--- src/fat12_file_sector_walker_macros.svh ---
// Assertion macros for the FAT12 file sector walker.
// Used by the top level only; expects clk and rst_n in scope.
`ifndef FAT12_FILE_SECTOR_WALKER_MACROS_SVH
`define FAT12_FILE_SECTOR_WALKER_MACROS_SVH

`ifndef ASSERT_OFF
// property must hold at every clock edge outside reset
`define FSW_ASSERT(lbl, prop, msg) \
    lbl: assert property (@(posedge clk) disable iff (!rst_n) (prop)) else $error(msg);
// condition must never be true outside reset
`define FSW_ASSERT_NEVER(lbl, cond, msg) \
    lbl: assert property (@(posedge clk) disable iff (!rst_n) !(cond)) else $error(msg);
`else
`define FSW_ASSERT(lbl, prop, msg)
`define FSW_ASSERT_NEVER(lbl, cond, msg)
`endif

`endif

--- src/fat12w_pkg.sv ---
// Shared types and constants for the FAT12 file sector walker.
// No dependencies; imported by every module of the block.
`default_nettype none

package fat12w_pkg;

    // operation codes
    localparam logic [1:0] OP_FAT_WR = 2'd0;
    localparam logic [1:0] OP_DIR_WR = 2'd1;
    localparam logic [1:0] OP_OPEN   = 2'd2;
    localparam logic [1:0] OP_NEXT   = 2'd3;

    // result status codes
    localparam logic [1:0] STS_OK          = 2'd0;
    localparam logic [1:0] STS_NOT_FOUND   = 2'd1;
    localparam logic [1:0] STS_NOT_OPEN    = 2'd2;
    localparam logic [1:0] STS_BAD_CLUSTER = 2'd3;

    localparam logic [7:0]  DELETED_MARK   = 8'hE5;
    localparam logic [7:0]  LFN_ATTR       = 8'h0F;
    localparam logic [11:0] EOC_FIRST      = 12'hFF8;
    localparam logic [11:0] RESERVED_FIRST = 12'hFF0;
    localparam logic [11:0] OFFSET_RESET   = 12'd31;
    localparam int          NAME_BYTES     = 11;

    typedef struct packed {
        logic [63:0] name_head;
        logic [23:0] name_tail;
        logic [7:0]  attributes;
        logic [11:0] first_cluster;
        logic [31:0] file_size;
    } dir_entry_t;

    typedef struct packed {
        logic [12:0] sector;
        logic [9:0]  count;
        logic [31:0] left;
    } step_res_t;

    typedef struct packed {
        logic [1:0]  status;
        logic [7:0]  found_slot;
        logic [11:0] cluster_out;
        logic [31:0] size_out;
        logic [12:0] sector;
        logic [9:0]  byte_count;
        logic        last;
    } result_t;

endpackage

`default_nettype wire

--- src/fat12w_step_unit.sv ---
// Shared arithmetic unit: sector = cluster + offset, and the byte take
// min(remaining, sector size) with the bytes left after it. Uses fat12w_pkg.
`default_nettype none

module fat12w_step_unit
    import fat12w_pkg::*;
#(
    parameter int SECTOR_BYTES = 512
)
(
    input  wire logic [11:0] cluster,
    input  wire logic [11:0] offset,
    input  wire logic [31:0] remaining,
    output step_res_t        res
);

    localparam logic [31:0] SECTOR_W = 32'(SECTOR_BYTES);

    logic [31:0] take;

    assign take       = (remaining < SECTOR_W) ? remaining : SECTOR_W;
    assign res.sector = {1'b0, cluster} + {1'b0, offset};
    assign res.count  = take[9:0];
    assign res.left   = remaining - take;

endmodule

`default_nettype wire

--- config.mk ---
export PLATFORM = sky130hd
export DESIGN_NAME = fat12w_step_unit
export DESIGN_NICKNAME = d
export VERILOG_FILES = /design/src/fat12_file_sector_walker_macros.svh /design/src/fat12w_pkg.sv /design/src/fat12w_step_unit.sv
export SDC_FILE = /design/constraint.sdc
export NUM_CORES = 1
export LEC_CHECK = 0
export BUFFER_PORTS_ARGS = -buffer_cell sky130_fd_sc_hd__buf_2
export CORE_MARGIN = 1
export CORE_UTILIZATION = 45
export DETAILED_ROUTE_END_ITERATION = 10
export MAX_ROUTING_LAYER = met4
export PLACE_DENSITY_LB_ADDON = 0.08
export SYNTH_ARGS = -nofsm -noshare
export SYNTH_HDL_FRONTEND = slang
export SYNTH_SLANG_ARGS = --single-unit
--- constraint.sdc ---
create_clock -name vclk -period 11.79
set_clock_uncertainty 0.15 [all_clocks]
set_input_delay 2.358 -clock vclk [all_inputs]
set_output_delay 2.358 -clock vclk [all_outputs]
set_load 0.005 [all_outputs]
==> reports/metrics.cfg <==
[drt]
remaining_drc_errors = 7
firstDrtPassIters = 7
vias_per_cell = 5.34
dr_total_vias = 1726
drt-wirelength-per-cell_um = 11.5
drt-initial-drc-count = 60
postRouteAntennaNets = 0
finalWirelength_mm = 3.70

[floorplan]
dieArea_um2 = 3300
die_h_um = 57.4
rows = 19
io_pins = 111
start_util = 0.489
die_w_um = 57.4
core_area_um2 = 2830

[synthesis]
yosys.area.top_type = ha_1
synth.top_cell.area_share = 0.118
ys_warn_count = 0
synth.distinct_cells = 56
synthCells = 185
synth.avg_cell_area_um2 = 7.47
yosys-top-cells-area = ha_1 12%, xnor2_1 8.9%, xor2_1 7.6%
syn-num-nets = 255
synth_seq_area_share = 0
synth_area_um2 = 1380

[layout]
regArea_um2 = 0
drive_above_1_share = 0.435
clkbuf_count = 0
n_antenna_cell = 0
fillers = 269
layout.nets = 364
syn_to_final_growth_pct = 41.3
seq_cells = 0

[setup_path]
worstPathCellList = buf_2, nor3_2, and3_1, nor3b_4, inv_2, nand2_1, ha_1, and3_1, a31oi_1, o21ai_1, xnor2_1, buf_2
worst_ep_arrival_time_ps = 5300
cp.required_ps = 9280
cp-start-kind = input pin
cp_slowest_cell = nor3b_4
cp_max_fo = 15
cpPeakStageDelay_ps = 520
worstSetupEndpointType = output pin
path_class = input pin to output pin

[sta]
setup_viol = 0
holdWs_ps = 4830
tns_ps = 0
max-slew-margin-rel = 0.574
maxSlewViolCount = 0
period_needed_ps = 7800
tightest_slew_ps = 636
fmax_mhz = 128
fin_crit_sh = 0.662
grt_setup_unrepaired = no
hold_violations = 0

[pwr]
p_int_uw = 34.9
irDropWorstVdd_mv = 0.0256
seqPwrFrac = 0
swShare = 0.505
p_sw_uw = 35.6
p_leak_uw = 0.000984
powerDensity_nw_per_um2 = 36.1
pwr-share-clk = 0
p_comb_frac = 1.000

[global_routing]
overflow = 0
grt_max_degree = 16
antenna_found_initial = 0
grt_pass1_vias = 1452
grt_first_pass_wirelength_mm = 5.95
grt.total_usage = 0.218

[placement]
gp_congestion = 0.791
hpwlAfterDp_mm = 3.17
io_buffers = 111

[clock_network]
postCtsResizedCells = 0
holdBufCountCts = 0
postCtsSetupRepairBufs = 0

[min_path]
min_path_type = input pin to output pin

[status]
status = finished with violations
violations = design-rule violations

[job]
maxCapViolations = 0

==> area by class of cell <==
class | count | area, um^2 | share of cell area
inverters | 10 | 37.5 | 0.0192
multi-input cells | 171 | 1320 | 0.676
well taps | 31 | 38.8 | 0.0199
repair buffers | 111 | 556 | 0.284
==> logic make-up after synthesis <==
group                      after synthesis  share of synthesized area
and+or+nand+nor                         84                      0.426
buffers and inverters                   14                     0.0443
xor gates and xnor gates                26                      0.165
muxes                                    2                     0.0154
other                                    1                    0.00271
adders and majority gates               14                      0.132
AOI/OAI and AO/OA                       44                      0.214
==> critical path: cells and delay by family <==
kind | cells | cell delay (ps)
XOR/XNOR | 1 | 150
adder cells (fa/ha/maj) | 1 | 330
buffers and inverters | 3 | 450
AO/OA/AOI/OAI | 2 | 480
AND/OR/NAND/NOR | 5 | 1510
==> per-stage QoR <==
stage,instance area (um^2),util,setup WS (ps),cells,total power (uW)
2_1_floorplan,1380,-,4720,185,36.9
3_3_place_gp,1950,0.690,4030,323,69.6
3_5_place_dp,1950,0.690,4000,323,70.4
4_1_cts,1950,0.690,3980,323,70.8
5_1_grt,1950,0.690,3600,323,78.1
6_report,1950,0.690,3990,323,70.5
==> synthesized netlist by cell type (4+ instances only) <==
cell type / instances
o21ai_1: 4
ha_1: 13
and2_1: 15
nand2_1: 8
nor2b_1: 4
xor2_1: 12
xnor2_1: 14
nand3_1: 4
inv_1: 9
o21ai_0: 8
nor4_4: 4
nor3_1: 8
nor2_1: 17
a21oi_1: 9
==> metal layers <==
metal / global-route usage / vias up / wire length (um) / share of wire
li1: - / 900 / - / -
met1: 0.270 / 768 / 1630 / 0.44
met2: 0.412 / 58 / 1850 / 0.50
met3: 0.00454 / 0 / 221 / 0.060
met4: 0.00697 / 0 / 0 / 0
met5: - / - / 0 / 0
==> power groups by stage <==
| stage | Clock, uW | Sequential [uW] | Combinational, uW |
|---|---|---|---|
| final | 0 | 0 | 70.5 |
| after detailed placement | 0 | 0 | 70.4 |
| after global routing | 0 | 0 | 78.1 |
| after global placement | 0 | 0 | 69.6 |
| after floorplan | 0 | 0 | 36.9 |
| after CTS | 0 | 0 | 70.8 |
==> final timing paths <==
kind / start / end / slack, ps / depth (start not counted)
setup / recovery: remaining[24] / res[12] / 3990 / 12
hold / removal: remaining[21] / res[21] / 4830 / 3
==> layout by cell type (no fill, tap or decap), types with 2 or more instances in the layout <==
| cell type | instances |
|---|---|
| o21ai_1 | 4 |
| and2_1 | 15 |
| nor4b_1 | 2 |
| nand2b_1 | 2 |
| nor2b_1 | 4 |
| or4_1 | 2 |
| nor4_1 | 3 |
| a21oi_1 | 9 |
| o211ai_1 | 2 |
| nor4_4 | 4 |
| a311o_1 | 2 |
| ha_1 | 13 |
| inv_1 | 9 |
| and3_1 | 2 |
| nand2_1 | 8 |
| a21o_1 | 2 |
| o21ai_0 | 8 |
| nand3b_1 | 2 |
| nor3b_4 | 2 |
| xnor2_1 | 14 |
| xor2_1 | 12 |
| nand3_1 | 4 |
| buf_2 | 111 |
| nor3_1 | 8 |
| nor2_1 | 17 |
| a31oi_1 | 3 |
Power figures use the tool's default switching activity.
