## src/fat12_file_sector_walker_macros.svh

```systemverilog
// Assertion macros for the FAT12 file sector walker.
// Used by the top level only; expects clk and rst_n in scope.
`ifndef FAT12_FILE_SECTOR_WALKER_MACROS_SVH
`define FAT12_FILE_SECTOR_WALKER_MACROS_SVH

`ifndef ASSERT_OFF
// property must hold at every clock edge outside reset
`define FSW_ASSERT(lbl, prop, msg) \
    lbl: assert property (@(posedge clk) disable iff (!rst_n) (prop)) else $error(msg);
// condition must never be true outside reset
`define FSW_ASSERT_NEVER(lbl, cond, msg) \
    lbl: assert property (@(posedge clk) disable iff (!rst_n) !(cond)) else $error(msg);
`else
`define FSW_ASSERT(lbl, prop, msg)
`define FSW_ASSERT_NEVER(lbl, cond, msg)
`endif

`endif

```

## src/fat12w_pkg.sv

```systemverilog
// Shared types and constants for the FAT12 file sector walker.
// No dependencies; imported by every module of the block.
`default_nettype none

package fat12w_pkg;

    // operation codes
    localparam logic [1:0] OP_FAT_WR = 2'd0;
    localparam logic [1:0] OP_DIR_WR = 2'd1;
    localparam logic [1:0] OP_OPEN   = 2'd2;
    localparam logic [1:0] OP_NEXT   = 2'd3;

    // result status codes
    localparam logic [1:0] STS_OK          = 2'd0;
    localparam logic [1:0] STS_NOT_FOUND   = 2'd1;
    localparam logic [1:0] STS_NOT_OPEN    = 2'd2;
    localparam logic [1:0] STS_BAD_CLUSTER = 2'd3;

    localparam logic [7:0]  DELETED_MARK   = 8'hE5;
    localparam logic [7:0]  LFN_ATTR       = 8'h0F;
    localparam logic [11:0] EOC_FIRST      = 12'hFF8;
    localparam logic [11:0] RESERVED_FIRST = 12'hFF0;
    localparam logic [11:0] OFFSET_RESET   = 12'd31;
    localparam int          NAME_BYTES     = 11;

    typedef struct packed {
        logic [63:0] name_head;
        logic [23:0] name_tail;
        logic [7:0]  attributes;
        logic [11:0] first_cluster;
        logic [31:0] file_size;
    } dir_entry_t;

    typedef struct packed {
        logic [12:0] sector;
        logic [9:0]  count;
        logic [31:0] left;
    } step_res_t;

    typedef struct packed {
        logic [1:0]  status;
        logic [7:0]  found_slot;
        logic [11:0] cluster_out;
        logic [31:0] size_out;
        logic [12:0] sector;
        logic [9:0]  byte_count;
        logic        last;
    } result_t;

endpackage

`default_nettype wire

```

## src/fat12w_name_match.sv

```systemverilog
// Directory slot compare unit: skip rules plus 11-byte name compare.
// Shared by every slot of a scan, one slot per cycle. Uses fat12w_pkg.
`default_nettype none

module fat12w_name_match
    import fat12w_pkg::*;
(
    input  wire dir_entry_t   entry,
    input  wire logic [63:0]  key_head,
    input  wire logic [23:0]  key_tail,
    output logic              hit
);

    logic [87:0] ename;
    logic [87:0] kname;
    logic        skip;
    logic        same;

    assign ename = {entry.name_head, entry.name_tail};
    assign kname = {key_head, key_tail};
    assign skip  = (entry.name_head[63:56] == DELETED_MARK) ||
                   (entry.name_head[63:56] == 8'h00) ||
                   (entry.attributes == LFN_ATTR);

    // compare stops with a match at the first shared zero byte
    always_comb
    begin
        logic       stop;
        logic [7:0] a;
        logic [7:0] b;
        stop = 1'b0;
        same = 1'b1;
        for (int k = 0; k < NAME_BYTES; k++)
        begin
            a = ename[87 - 8*k -: 8];
            b = kname[87 - 8*k -: 8];
            if (!stop)
            begin
                if (a != b)
                begin
                    same = 1'b0;
                    stop = 1'b1;
                end
                else if (a == 8'h00)
                begin
                    stop = 1'b1;
                end
            end
        end
    end

    assign hit = !skip && same;

endmodule

`default_nettype wire

```

## config.mk

```make
export PLATFORM = sky130hd
export DESIGN_NAME = fat12w_name_match
export DESIGN_NICKNAME = d
export VERILOG_FILES = /design/src/fat12_file_sector_walker_macros.svh /design/src/fat12w_pkg.sv /design/src/fat12w_name_match.sv
export SDC_FILE = /design/constraint.sdc
export NUM_CORES = 1
export LEC_CHECK = 0
export BUFFER_PORTS_ARGS = -buffer_cell sky130_fd_sc_hd__buf_4
export CAP_MARGIN = 20
export CORE_AREA = 2 2 89 91
export DETAILED_ROUTE_END_ITERATION = 10
export DIE_AREA = 0 0 91 93
export SYNTH_ARGS = -nofsm -noshare
export SYNTH_HDL_FRONTEND = slang
export SYNTH_SLANG_ARGS = --single-unit
```

## constraint.sdc

```tcl
create_clock -name vclk -period 1.4
set_input_delay 0.07 -clock vclk [all_inputs]
set_output_delay 0.07 -clock vclk [all_outputs]
set_load 0.03 [all_outputs]
```

==> metrics.txt, run 1 <==
status complete, but fails checks; failing checks setup timing; CP startpoint kind input pin; Slew HR 66.2%; Avg WL per Cell 12.3 um; Switching Fraction 34.1%; clock buffers 0; Tightest Pin Transition 0.502 ns; Post-Route WL 5.71 mm; Mapped Cells 164; gpl congestion 0.803; DR vias 1972; setup violators final 1; Crit path arrival time 1.52 ns; DRT antenna net count 0; placed cell area 2880 sq um; grt ovf 0; initial antenna violation count 0; Synth area leader xnor2_1; share of cells above drive strength 1 59.9%; Critical Path RT 1.33 ns; Setup CP Type input pin to output pin; Reg power frac 0%; Max Clock Freq 628 MHz; Power Dens Cells 264 nW/um^2; cell area after synthesis 1240 sq um; Area growth, synth to finish 145%; Synth area leaders xnor2_1 (37%), xor2_1 (26%), nor4_1 (13%); min Tclk post-route 1.59 ns; DRT Pass-1 Iters 4; top-level I/O count 229; vias in the first global route 2084; Post-Synth Adder-Cell Area 0%; post-route cell area 3020 sq um; Compound-Gate Fraction of Synth Area 6.28%; leading cell type in the layout, fill and taps excluded buf_4; combinational power share 100.0%; sequential fraction of the synthesis area 0%; ant diodes 0; Sw Pwr 0.272 mW; die height 93 um; DIE AREA 8460 sq um; synth warn 0; FP Rows 32; Netlist cell types 20; fill count 789; register area 0 sq um; Die Wd 91 um; Synth Net Count 392; Initial Utilization 16.4%; Synth top area share 36.8%; count of pins over their slew limit 0; initial DRC count 25; leak pwr 1.33 nW; Core Region 7530 sq um; post-synthesis xor/xnor area fraction 62.3%; Worst VDD drop 0.0904 mV; hpwl dp 5.25 mm; Synth Area in Simple Gates 31.4%; Critical Path End Type output pin; max-cap violations 0; largest net degree at the start of global routing 4; internal power 0.526 mW; setup ws final -0.193 ns; worst-path fanout max 2; nets 594; sequential cell count 0; port bufs 185; main combinational cell family by area after synthesis XOR/XNOR gates; DP Cell Count 465; GRT Overall Usage 12.4%; post-synthesis mux area share 0%; crit share post-route 114%; RSZ-0062 raised after global routing true; vias per std cell 4.23; first-pass GRT wire length 9.00 mm; Final Non-Filler Cells 466; Final Hold Viols 0; clock share of power 0%; average size of a mapped cell 7.54 sq um; commonest cells after routing, fill and taps aside buf_4 (190), xnor2_1 (52), xor2_1 (36); min-delay worst type input pin to output pin; Residual DRC 0
-- area by class of cell --
cell class	count	area, sq um	share of cell area [%]
Tap cell	102	128	4.22
Multi-Input combinational cell	164	1350	44.8
Timing Repair Buffer	200	1540	51.0
-- power groups by stage --
stage / clock, mW / sequential [mW] / combinational, mW
floorplan: 0 / 0 / 0.243
global placement: 0 / 0 / 0.757
detailed placement: 0 / 0 / 0.767
CTS: 0 / 0 / 0.800
global route: 0 / 0 / 0.867
finish: 0 / 0 / 0.798
-- kinds of logic (layout without fill, tap and decap cells) --
| family | Yosys count | after routing |
|---|---|---|
| AOI/OAI and AO/OA | 11 | 11 |
| and+or+nand+nor | 65 | 65 |
| buffers and inverters | 0 | 200 |
| xor gates and xnor gates | 88 | 88 |
-- through the flow --
stage	TNS [ns]	power [mW]	hold WS [ns]	setup WS (ns)	utilization, %
6_report	-0.193	0.798	0.676	-0.193	40.2
4_1_cts	-0.210	0.800	0.677	-0.210	40.0
2_1_floorplan	-0.0587	0.243	0.473	-0.0587	-
5_1_grt	-0.293	0.867	0.709	-0.293	40.2
3_3_place_gp	-0.389	0.757	0.740	-0.389	38.2
3_5_place_dp	-0.394	0.767	0.738	-0.394	38.2
-- layer usage --
metal | up-vias | track usage, % | wire length, um
met5 | - | 0 | 0
met4 | 0 | 0.379 | 28
met3 | 4 | 1.61 | 441
met2 | 93 | 24.5 | 3040
met1 | 864 | 14.9 | 2200
li1 | 1011 | - | -
-- worst max-delay path: stages --
cell and delay (ns):
buf_4 0.11, xor2_1 0.15, nor4_2 0.25, buf_4 0.16, nand2_1 0.05, a2111o_1 0.40
a41oi_4 0.18, buf_6 0.16
-- Yosys cell counts, drive strengths merged --
| cell type | instances |
|---|---|
| o211ai | 1 |
| or4 | 2 |
| and3 | 1 |
| o41ai | 1 |
| nor2 | 3 |
| a2111o | 1 |
| xor2 | 36 |
| nor3 | 1 |
| xnor2 | 52 |
| nand4 | 15 |
| o21ai | 4 |
| a41oi | 1 |
| nor4 | 28 |
| a31oi | 2 |
| a21oi | 1 |
| nand2 | 12 |
| nand3 | 3 |
-- timing repair --
action | in CTS | in global routing
hold buffers | 0 | 0
resized for setup | 27 | 2
pin swaps | 22 | 2
setup buffers | 1 | 0
endpoints found under the setup margin | 1 | 1
-- final timing paths --
check | end | from | cells past startpoint
setup / recovery | hit | key_head[41] | 8
hold / removal | hit | entry[130] | 6
Note: power is estimated with default switching activity, not from simulation.
==> run 2, diff against run 1 <==
--- a/config.mk
+++ b/config.mk
@@ -5,11 +5,14 @@
 export SDC_FILE = /design/constraint.sdc
 export NUM_CORES = 1
 export LEC_CHECK = 0
+export ABC_AREA = 0
 export BUFFER_PORTS_ARGS = -buffer_cell sky130_fd_sc_hd__buf_4
 export CAP_MARGIN = 20
 export CORE_AREA = 2 2 89 91
 export DETAILED_ROUTE_END_ITERATION = 10
 export DIE_AREA = 0 0 91 93
+export SKIP_LAST_GASP = 1
+export SLEW_MARGIN = 20
 export SYNTH_ARGS = -nofsm -noshare
 export SYNTH_HDL_FRONTEND = slang
 export SYNTH_SLANG_ARGS = --single-unit
==> run 2 against run 1 <==
  * Largest cell class unchanged
  * The run still ends with setup timing left
  * Combinational power fell by 0.6%
  * First-iteration DRC count up 8.0%
  * Sequential share of layout area stayed put
  * Global-route usage did not move
  * Final cell count unchanged
  * Count of clock-buffer cells in the layout unchanged
  * Worst hold slack about the same
==> metrics.txt, run 2 (synthesized netlist as in run 1, its figures left out) <==
internal power 0.524 mW; Setup WS pre-CTS -0.394 ns; initial antenna violation count 0; largest net degree at the start of global routing 4; Worst VDD drop 0.0904 mV; Core Region 7530 sq um; DR vias 1964; DRT antenna net count 0; Switching Fraction 33.9%; DRT Pass-1 Iters 4; crit share post-route 114%; Avg WL per Cell 12.2 um; PnR Total Power 0.793 mW; clock share of power 0%; DP Cell Count 465; Crit path arrival time 1.53 ns; CP cell instances buf_4 -> xor2_1 -> nor4_1 -> nand3_1 -> a31oi_2 -> o211ai_1 -> a41oi_4 -> buf_6; status complete, but fails checks; Critical Path RT 1.33 ns; Initial Utilization 16.4%; die height 93 um; Critical Path End Type output pin; combinational power share 100.0%; share of cells above drive strength 1 59.6%; initial DRC count 27; hpwl dp 5.25 mm; leak pwr 1.33 nW; setup ws final -0.199 ns; vias in the first global route 2084; setup violators final 1; DIE AREA 8460 sq um; Setup CP Type input pin to output pin; max-cap violations 0; GRT Overall Usage 12.4%; Max Clock Freq 625 MHz; Die Wd 91 um; Power Dens Cells 263 nW/um^2; gpl congestion 0.803; sequential cell count 0; first-pass GRT wire length 9.00 mm; CP startpoint kind input pin; Multi-input gate area 1350 sq um; Reg power frac 0%; min-delay worst type input pin to output pin; slowest CP cell nor4_1; Residual DRC 0; Crit path max-delay family compound AO/OA/AOI/OAI gates; Post-Route WL 5.68 mm; Final Hold Viols 0; worst-path fanout max 2; Area growth, synth to finish 144%; Post-Route Setup TNS -0.199 ns; register area 0 sq um; clock buffers 0; RSZ-0062 raised after global routing true; top-level I/O count 229; port bufs 185; Final Non-Filler Cells 466; CP peak stage delay 0.31 ns; commonest cells after routing, fill and taps aside buf_4 (191), xnor2_1 (52), xor2_1 (36); Tightest Pin Transition 0.502 ns; FP Rows 32; nets 594; Sw Pwr 0.269 mW; failing checks setup timing; min Tclk post-route 1.60 ns; CP bufs+invs 2; Slew HR 66.2%; vias per std cell 4.21; grt ovf 0; ant diodes 0; leading cell type in the layout, fill and taps excluded buf_4; count of pins over their slew limit 0; Post-CTS Hold Buffers 0; fill count 793
## run 2: cell counts in the layout (fill, tap and decap cells not counted)
No cell type changed its count.
## run 2: worst min-delay path, stage by stage
cell and delay [ns]:
buf_4 0.09, nor4_2 0.05, nand2_4 0.06, a2111o_1 0.17, a41oi_4 0.04, buf_6 0.13
## run 2: power groups by stage
stage          Combinational, mW  Sequential, mW  Clock, mW
6_report                   0.793               0          0
5_1_grt                    0.863               0          0
4_1_cts                    0.800               0          0
3_5_place_dp               0.767               0          0
3_3_place_gp               0.757               0          0
2_1_floorplan              0.243               0          0
## run 2: metal layers
layer	vias up	track usage, %	wire length (um)
met5	-	0	0
met4	0	0.379	19
li1	1012	-	-
met3	2	1.61	428
met2	91	24.5	3040
met1	859	14.9	2190
## run 2: final timing paths
path | startpoint | endpoint | slack [ns] | cells after the start
min | entry[130] | hit | 0.68 | 6
max | entry[64] | hit | -0.20 | 8
## run 2: area by class of cell
class                           instances  area share (%)
Timing Repair Buffer                  200            51.1
Multi-Input combinational cell        164            44.7
Tap cell                              102            4.23
## run 2: through the flow
stage                     instance area [sq um]  hold slack (ns)  utilization, %
final                                      3010            0.676            40.0
after global routing                       3010            0.709            40.0
after detailed placement                   2880            0.738            38.2
after floorplan                            1250            0.473               -
after global placement                     2880            0.740            38.2
after CTS                                  3010            0.677            40.0
## run 2: what timing repair did
| action | in CTS | in global routing |
|---|---|---|
| setup endpoints to repair | 1 | 1 |
| gates resized for setup | 27 | 0 |
| endpoints found under the hold margin | 0 | 0 |
| buffers inserted | 1 | 0 |
| pin swaps | 22 | 1 |
==> run 3, diff against run 2 <==
==> constraint.sdc (replaced) <==
create_clock -name vclk -period 1.7
set_input_delay 0.085 -clock vclk [all_inputs]
set_output_delay 0.085 -clock vclk [all_outputs]
set_load 0.03 [all_outputs]
==> run 3 against run 2 <==
  * Critical path depth unchanged
  * Core utilization down 1.8 points
  * Global-route usage up 1.6 points
  * Final cell count down 1.7%
  * Power down 19%
  * The flow now finishes without violations
  * Flip-flop and latch count unchanged
  * Design area down 4.6%
==> metrics.txt, run 3 (synthesized netlist as in run 1, its figures left out) <==
register area 0 sq um; Critical Path End Type output pin; sequential cell count 0; internal power 0.416 mW; clock buffers 0; Crit path arrival time 1.60 ns; vias in the first global route 2098; Reg power frac 0%; DRT antenna net count 0; gpl congestion 0.768; share of cells above drive strength 1 57.6%; nets 586; slowest CP cell nor4_1; Setup CP Type input pin to output pin; Initial Utilization 16.4%; Crit path max-delay family compound AO/OA/AOI/OAI gates; Switching Fraction 35.4%; initial antenna violation count 0; crit share post-route 99.3%; ant diodes 0; hpwl dp 6.04 mm; Core Region 7530 sq um; CP peak stage delay 0.32 ns; port bufs 185; post-route cell area 2880 sq um; combinational power share 100.0%; vias per std cell 4.38; Worst VDD drop 0.111 mV; Post-Route WL 6.52 mm; Area growth, synth to finish 133%; largest net degree at the start of global routing 4; Sw Pwr 0.228 mW; Slew HR 74.5%; Tightest Pin Transition 0.378 ns; PnR Total Power 0.644 mW; FP Rows 32; GRT Overall Usage 13.9%; status finished, final reports clean; top-level I/O count 229; met3 Use GR 4.19%; placed cell area 2780 sq um; commonest cells after routing, fill and taps aside buf_4 (190), xnor2_1 (51), xor2_1 (35); leak pwr 1.27 nW; Final Hold Viols 0; worst hold slack 0.721 ns; count of pins over their slew limit 0; Die Wd 91 um; Final Non-Filler Cells 458; worst-path fanout max 1; CP startpoint kind input pin; DIE AREA 8460 sq um; layer with the highest usage met2; Power Dens Cells 224 nW/um^2; CP cell instances buf_4 -> xor2_1 -> nor4_1 -> nand3_1 -> a31oi_1 -> o211ai_1 -> a41oi_2 -> buf_6; Critical Path RT 1.62 ns; Max Clock Freq 592 MHz; leading cell type in the layout, fill and taps excluded buf_4; max-cap violations 0; GR met1 Demand/Resource 13.3%; min-delay worst type input pin to output pin; RSZ-0062 raised after global routing true; grt ovf 0; die height 93 um; first-pass GRT wire length 9.67 mm; met2 usage 30.4%; Setup WS pre-CTS -0.0782 ns; DR vias 2008; DRT Pass-1 Iters 4; Avg WL per Cell 14.2 um; CP bufs+invs 2; Residual DRC 0; initial DRC count 17; min Tclk post-route 1.69 ns; DP Cell Count 454; setup violators final 0; setup ws final 0.0111 ns; clock share of power 0%; Post-CTS Hold Buffers 0
## run 3: cell count changes in the layout (fill, tap and decap cells not counted), moves of 2 or more
| cell | change |
|---|---|
| buf_6 | -7 |
| nand2_1 | +2 |
| nor4_1 | +2 |
| nor4_4 | -2 |
| o21ai_1 | -2 |
## run 3: worst min-delay path, delay by kind of cell
kind | cells | cell delay, ns
simple gates | 2 | 0.14
compound gates | 2 | 0.19
buf+inv | 2 | 0.22
## run 3: power groups by stage
| stage | sequential (mW) | combinational [mW] | clock [mW] |
|---|---|---|---|
| floorplan | 0 | 0.199 | 0 |
| global placement | 0 | 0.624 | 0 |
| detailed placement | 0 | 0.633 | 0 |
| CTS | 0 | 0.641 | 0 |
| global route | 0 | 0.699 | 0 |
| finish | 0 | 0.644 | 0 |
## run 3: worst paths after layout
kind | endpoint | cells after the start | slack, ns | from
worst max-delay path | hit | 8 | 0.01 | key_tail[15]
worst min-delay path | hit | 6 | 0.72 | entry[130]
## run 3: routing by layer
layer	wire length [um]	share of wire (%)
met5	0	0
met4	0	0
met3	845	13
met2	3590	55
met1	2080	32
## run 3: final cells by class
cell class,count,area [sq um]
Timing Repair Buffer,192,1450
Multi-Input combinational cell,164,1300
Fill cell,794,4650
Tap cell,102,128
## run 3: what timing repair did
item,in CTS,in global routing
pin swaps,2,8
gates resized for setup,4,9
buffers inserted,1,3
setup endpoints to repair,1,1
## run 3: through the flow
stage	utilization, %	setup TNS [ns]
after floorplan	-	0
after global placement	36.9	-0.0773
after detailed placement	36.9	-0.0782
after CTS	37.3	0
after global routing	38.2	-0.0950
final	38.2	0
